`src/rtl/deq_pkg.sv`:
```
// ----------------------------------------------------------------------------
// Double-ended queue package
// Sizes, operation codes and the per-cycle operation broadcast to the cells.
// ----------------------------------------------------------------------------
`timescale 1ns / 1ps

package deq_pkg;

  localparam int DEPTH  = 16;
  localparam int DATA_W = 32;
  localparam int CNT_W  = $clog2(DEPTH + 1);
  localparam int CMD_W  = 3;

  localparam logic [CMD_W-1:0] CMD_PUSH_FRONT = 3'd0;
  localparam logic [CMD_W-1:0] CMD_PUSH_BACK  = 3'd1;
  localparam logic [CMD_W-1:0] CMD_POP_FRONT  = 3'd2;
  localparam logic [CMD_W-1:0] CMD_POP_BACK   = 3'd3;
  localparam logic [CMD_W-1:0] CMD_CLEAR      = 3'd4;

  // Operation that the cell row performs this cycle, errors already screened out
  typedef struct packed {
    logic add_front;
    logic add_back;
    logic take_front;
    logic take_back;
    logic clear;
  } op_t;

endpackage

```
`src/rtl/deq_cell.sv`:
```
// ----------------------------------------------------------------------------
// Double-ended queue cell
// One storage slot of the row; cell 0 holds the front entry. Entries shift
// towards the back on a front push and towards the front on a front pop.
// ----------------------------------------------------------------------------
`timescale 1ns / 1ps

module deq_cell (
  input  logic                       clk,
  input  logic                       rst,
  input  deq_pkg::op_t               op,
  input  logic [deq_pkg::DATA_W-1:0] push_value,
  input  logic [deq_pkg::DATA_W-1:0] left_data,
  input  logic                       left_occ,
  input  logic [deq_pkg::DATA_W-1:0] right_data,
  input  logic                       right_occ,
  output logic [deq_pkg::DATA_W-1:0] data,
  output logic                       occ,
  output logic [deq_pkg::DATA_W-1:0] tail_data
);
  import deq_pkg::*;

  logic [DATA_W-1:0] data_next;
  logic              occ_next;
  logic              is_tail;
  logic              is_gap;

  // Last occupied cell, and first free cell behind the occupied run
  assign is_tail = occ && !right_occ;
  assign is_gap  = !occ && left_occ;

  // Present this cell's entry when it is the back of the queue
  assign tail_data = is_tail ? data : '0;

  // Work out the slot's new content from the broadcast operation
  always_comb begin
    data_next = data;
    occ_next  = occ;
    priority if (op.clear) begin
      occ_next = 1'b0;
    end else if (op.add_front) begin
      data_next = left_data;
      occ_next  = left_occ;
    end else if (op.take_front) begin
      data_next = right_data;
      occ_next  = right_occ;
    end else if (op.add_back) begin
      if (is_gap) begin
        data_next = push_value;
        occ_next  = 1'b1;
      end
    end else if (op.take_back) begin
      if (is_tail) begin
        occ_next = 1'b0;
      end
    end else begin
      // Hold the slot
      data_next = data;
      occ_next  = occ;
    end
  end

  // Clear occupancy under reset; data needs none
  always_ff @(posedge clk) begin
    if (rst) begin
      occ <= 1'b0;
    end else begin
      occ <= occ_next;
    end
  end

  always_ff @(posedge clk) begin
    data <= data_next;
  end

endmodule

```
`src/rtl/double_ended_queue.sv`:
```
// ----------------------------------------------------------------------------
// Double-ended queue
// Bounded deque of DEPTH entries kept in a row of shifting cells.
// ----------------------------------------------------------------------------
// The queue takes one item per clock (push front, push back, pop front, pop
// back or clear) and returns one result per item, registered in the cycle after
// the item is accepted: the popped value, the error flags and the entry count
// after the operation. The cell row updates every slot in the same cycle;
// in_ready stays high while the result register is empty or being taken, so
// throughput drops only when out_ready is held low.
// A pop on an empty queue and a push on a full queue leave the contents alone
// and raise empty_error or full_error. Command codes above clear do nothing.
// ----------------------------------------------------------------------------
`timescale 1ns / 1ps

module double_ended_queue (
  input  logic                       clk,
  input  logic                       rst,
  input  logic                       in_valid,
  output logic                       in_ready,
  input  logic [deq_pkg::CMD_W-1:0]  cmd,
  input  logic [deq_pkg::DATA_W-1:0] push_value,
  output logic                       out_valid,
  input  logic                       out_ready,
  output logic [deq_pkg::DATA_W-1:0] pop_value,
  output logic                       empty_error,
  output logic                       full_error,
  output logic [deq_pkg::CNT_W-1:0]  entry_count
);
  import deq_pkg::*;

  logic [CNT_W-1:0]  count;
  logic [CNT_W-1:0]  count_next;
  logic              accept;
  logic              full;
  logic              empty;
  op_t               op;
  logic              is_push;
  logic              is_pop;
  logic [DATA_W-1:0] tail_value;
  logic [DATA_W-1:0] pop_next;

  logic [DATA_W-1:0] cell_data  [DEPTH];
  logic              cell_occ   [DEPTH];
  logic [DATA_W-1:0] cell_tail  [DEPTH];
  logic [DATA_W-1:0] left_data  [DEPTH];
  logic              left_occ   [DEPTH];
  logic [DATA_W-1:0] right_data [DEPTH];
  logic              right_occ  [DEPTH];

  assign in_ready = !out_valid || out_ready;
  assign accept   = in_valid && in_ready;
  assign full     = (count == CNT_W'(DEPTH));
  assign empty    = (count == '0);
  assign is_push  = (cmd == CMD_PUSH_FRONT) || (cmd == CMD_PUSH_BACK);
  assign is_pop   = (cmd == CMD_POP_FRONT) || (cmd == CMD_POP_BACK);

  // Screen out rejected pushes and pops before broadcasting to the cells
  always_comb begin
    op.add_front  = accept && (cmd == CMD_PUSH_FRONT) && !full;
    op.add_back   = accept && (cmd == CMD_PUSH_BACK) && !full;
    op.take_front = accept && (cmd == CMD_POP_FRONT) && !empty;
    op.take_back  = accept && (cmd == CMD_POP_BACK) && !empty;
    op.clear      = accept && (cmd == CMD_CLEAR);
  end

  // Wire each cell to its neighbours; the row ends feed the new item and nothing
  genvar gi;
  generate
    for (gi = 0; gi < DEPTH; gi++) begin : g_cell
      if (gi == 0) begin : g_first
        assign left_data[gi] = push_value;
        assign left_occ[gi]  = 1'b1;
      end else begin : g_inner_l
        assign left_data[gi] = cell_data[gi-1];
        assign left_occ[gi]  = cell_occ[gi-1];
      end
      if (gi == DEPTH - 1) begin : g_last
        assign right_data[gi] = '0;
        assign right_occ[gi]  = 1'b0;
      end else begin : g_inner_r
        assign right_data[gi] = cell_data[gi+1];
        assign right_occ[gi]  = cell_occ[gi+1];
      end

      deq_cell u_cell (
        .clk        (clk),
        .rst        (rst),
        .op         (op),
        .push_value (push_value),
        .left_data  (left_data[gi]),
        .left_occ   (left_occ[gi]),
        .right_data (right_data[gi]),
        .right_occ  (right_occ[gi]),
        .data       (cell_data[gi]),
        .occ        (cell_occ[gi]),
        .tail_data  (cell_tail[gi])
      );
    end
  endgenerate

  // Gather the back entry; at most one cell presents a non-zero value
  always_comb begin
    tail_value = '0;
    for (int i = 0; i < DEPTH; i++) begin
      tail_value = tail_value | cell_tail[i];
    end
  end

  // Select the popped value
  always_comb begin
    priority if (op.take_front) begin
      pop_next = cell_data[0];
    end else if (op.take_back) begin
      pop_next = tail_value;
    end else begin
      pop_next = '0;
    end
  end

  // Advance the entry count
  always_comb begin
    count_next = count;
    priority if (op.clear) begin
      count_next = '0;
    end else if (op.add_front || op.add_back) begin
      count_next = count + 1'b1;
    end else if (op.take_front || op.take_back) begin
      count_next = count - 1'b1;
    end else begin
      count_next = count;
    end
  end

  always_ff @(posedge clk) begin
    if (rst) begin
      count     <= '0;
      out_valid <= 1'b0;
    end else begin
      count <= count_next;
      if (accept) begin
        out_valid <= 1'b1;
      end else if (out_ready) begin
        out_valid <= 1'b0;
      end
    end
  end

  // Load the result register with each accepted item
  always_ff @(posedge clk) begin
    if (accept) begin
      pop_value   <= pop_next;
      empty_error <= is_pop && empty;
      full_error  <= is_push && full;
      entry_count <= count_next;
    end
  end

endmodule

```
`config.mk`:
```
export PLATFORM = sky130hd
export DESIGN_NAME = double_ended_queue
export DESIGN_NICKNAME = d
export VERILOG_FILES = /design/src/rtl/deq_pkg.sv /design/src/rtl/deq_cell.sv /design/src/rtl/double_ended_queue.sv
export SDC_FILE = /design/constraint.sdc
export NUM_CORES = 1
export LEC_CHECK = 0
export ABC_AREA = 1
export BUFFER_PORTS_ARGS = -buffer_cell sky130_fd_sc_hd__buf_2
export CAP_MARGIN = 20
export CORE_MARGIN = 1.5
export CORE_UTILIZATION = 47
export CTS_BUF_LIST = sky130_fd_sc_hd__clkbuf_16
export DETAILED_ROUTE_END_ITERATION = 8
export GPL_TIMING_DRIVEN = 1
export PLACE_DENSITY = 0.67
export SYNTH_ARGS = -nofsm -noshare
export SYNTH_HDL_FRONTEND = slang
export SYNTH_SLANG_ARGS = --single-unit
export TNS_END_PERCENT = 50
```
`constraint.sdc`:
```
create_clock -name clk -period 5.6 [get_ports clk]
set_clock_uncertainty 0.2 [all_clocks]
set_input_delay 0.56 -clock clk [delete_from_list [all_inputs] [get_ports clk]]
set_output_delay 0.56 -clock clk [all_outputs]
set_load 0.1 [all_outputs]
```
==> run metrics <==
status=completed; DPL Wire Length=50,000 microns; Reg-to-Reg Start=count[0]$_SDFF_PP0_; layout cells sized above 1=10.6%; RSZ-0062 raised after global routing=no; Slew HR=24.6%; TritonRoute pass-1 iters=6; GRT overflow=0; vias in the first global route=21,700; Resize count post-CTS=0; Syn-to-layout area delta=8.93%; internal power=0.00742 W; antenna-violating nets left=0; most common cell after layout, fill and taps aside=edfxtp_1; placed cell area=29,800 sq um; CTS Buf Count=60; #FFs+latches synth=573; initial DRC count=3,676; Seq/Total Area, Yosys=58.1%; sw power=0.00237 W; Max Cap Viol=0; Cell Area, Synth=29,200 sq um; largest net degree at the start of global routing=212; Clock Root Buffer=clkbuf_16; kind of critical path=reg -> reg; Clock Latency Late Sink=640 ps; crit end category=flop; post-synth top area share=56.6%; Post-Synthesis Cells=2,737; commonest non-fill, non-tap cells in the layout=edfxtp_1, inv_1, o221ai_1; core area=61,600 sq um; Clock Pin Slew Worst Setup and Hold Paths=60 ps; Worst-Margin Slew=1130 ps; Register Area=17,000 sq um; sequential power share=49.2%; final setup TNS=0 ps; Final Slew Violations=0; worst hold path startpoint=push_value[22]; first-pass GRT wire length=135,000 microns; fin nets=2,751; slowest stage cell, crit path=nand2_8; Boundary Pins=80; DIE WIDTH=252 microns; Rows=91; Tot Pwr=0.00979 W; min Tclk post-route=3900 ps; Arrival @ worst endpoint=4140 ps; # DRC=0; Power Dens Cells=307 nW/um^2; endpoints failing hold=0; I/O Buffers=79; count of cell types in the netlist=35; achievable frequency=256 MHz; Clock power frac=41.9%; worst-path maximum fanout=134; CTS tree=built; area leader, netlist=edfxtp_1; post-CTS setup buffer count=0; crit path from=count[0]$_SDFF_PP0_; initial core utilization=47.4%; design area=31,800 sq um; Sw Ratio=24.2%; drt total wl=89,900 microns; Avg Cell Area, Syn=10.7 sq um; area of the multi-input gates=8980 sq um; Layout Cells excl Fill=3,598; endpoints failing setup=0; Hold WS=51.8 ps; Lkg Pwr=12.2 nW; Ys Warns=0; Placed Cells=3,483; CP peak stage delay=760 ps; Die Span Y=252 microns; Hold WC Path Type=in -> reg; clk buf depth=3; required time at the worst-slack endpoint=5840 ps; antenna violations before repair=0; H-tree depth=2; Synthesized Nets=2,778; Fillers=5,379; GRT Overall Usage=27.8%; CTS Sinks=573; top post-synthesis cells by area=edfxtp_1, o221ai_1, inv_1, o22ai_1, nand2_1; DR WL/cell=25.0 microns; Peak VDD IR=0.260 mV; routed via count=23,300; DIE AREA=63,700 sq um; Startpoint Class=flop; routability cong.=0.874; fin crit share=69.6%; Combinational Power Share=8.8%; crit path cell chain=inv_1, ha_1, nand3_2, nand2_8, nand2_8, inv_8, nand2_1, o21ai_0; Via density=6.49; Most common cell on crit path=nand2_8
==> power groups by stage <==
stage	clock, W	combinational (W)	sequential (W)
after floorplan	0	0.000533	0.00502
after global placement	0	0.000825	0.00491
after detailed placement	0	0.000846	0.00491
after CTS	0.00412	0.000848	0.00482
after global routing	0.00429	0.000925	0.00482
final	0.00411	0.000865	0.00482
==> worst paths after layout <==
kind | cells after the start | end | slack (ps)
worst min-delay path | 3 | g_cell[0].u_cell.data[22]$_DFFE_PP_ | 50
worst max-delay path | 8 | g_cell[15].u_cell.data[30]$_DFFE_PP_ | 1700
worst min register to register | 2 | g_cell[0].u_cell.occ$_SDFFE_PP0P_ | 280
worst max register to register | 8 | g_cell[15].u_cell.data[30]$_DFFE_PP_ | 1700
==> cell type report <==
cell class	instances	share of cell area, %
repair buffers	122	2.40
flip-flops and latches	573	53.4
diodes	1	0.00786
multi-input cells	1405	28.2
well taps	837	3.29
clock buffers	61	4.79
inverters	548	6.48
clock inverters	51	1.46
==> logic make-up after synthesis <==
kind of cell    share of synthesized area (%)
fa+ha+maj                              0.0856
flops                                    58.1
compound gates                           21.1
simple gates                             9.27
xor+xnor                               0.0899
buf+inv                                  11.3
==> worst max-delay path: cells and delay by family, from the launching register on <==
family	cells	cell delay (ps)
AND/OR/NAND/NOR	4	1830
buffers and inverters	2	760
flip-flops	1	360
AO/OA/AOI/OAI	1	250
adder cells (fa/ha/maj)	1	240
==> per-stage QoR <==
step | utilization [%] | setup slack (ps)
floorplan | - | 1810
global placement | 48.4 | 1710
detailed placement | 48.4 | 1680
CTS | 51.6 | 1750
global route | 51.7 | 1480
finish | 51.7 | 1700
==> layer usage <==
metal | wire (microns) | global-route usage, % | up-vias | part of all wire, %
met1 | 35300 | 39.9 | 11300 | 39
met4 | 3130 | 9.14 | 0 | 3.5
li1 | - | - | 10100 | -
met2 | 39800 | 41.7 | 1703 | 44
met5 | 0 | 0 | - | 0
met3 | 11700 | 6.14 | 263 | 13
==> sequential cells by signal, indices dropped and copies added (netlist names) <==
register,flops
out_valid,1
full_error,1
empty_error,1
g_cell.u_cell.data,512
pop_value,32
entry_count,5
count,5
g_cell.u_cell.occ,16
==> Yosys cell counts, drive strengths merged <==
cell,number
a211oi,3
a21oi,24
buf,155
clkbuf,56
dfxtp,22
edfxtp,551
ha,2
inv,548
nand2,271
nand3,47
nand4,29
nor2,204
nor3,8
o211ai,44
o21ai,149
o221ai,414
o22ai,206
or2,1
xor2,3
==> repair_timing <==
item                       4_1_cts  5_1_grt
setup endpoints to repair        0        0
hold endpoints to repair         5        0
hold buffers                     1        0
Power figures use the tool's default switching activity.
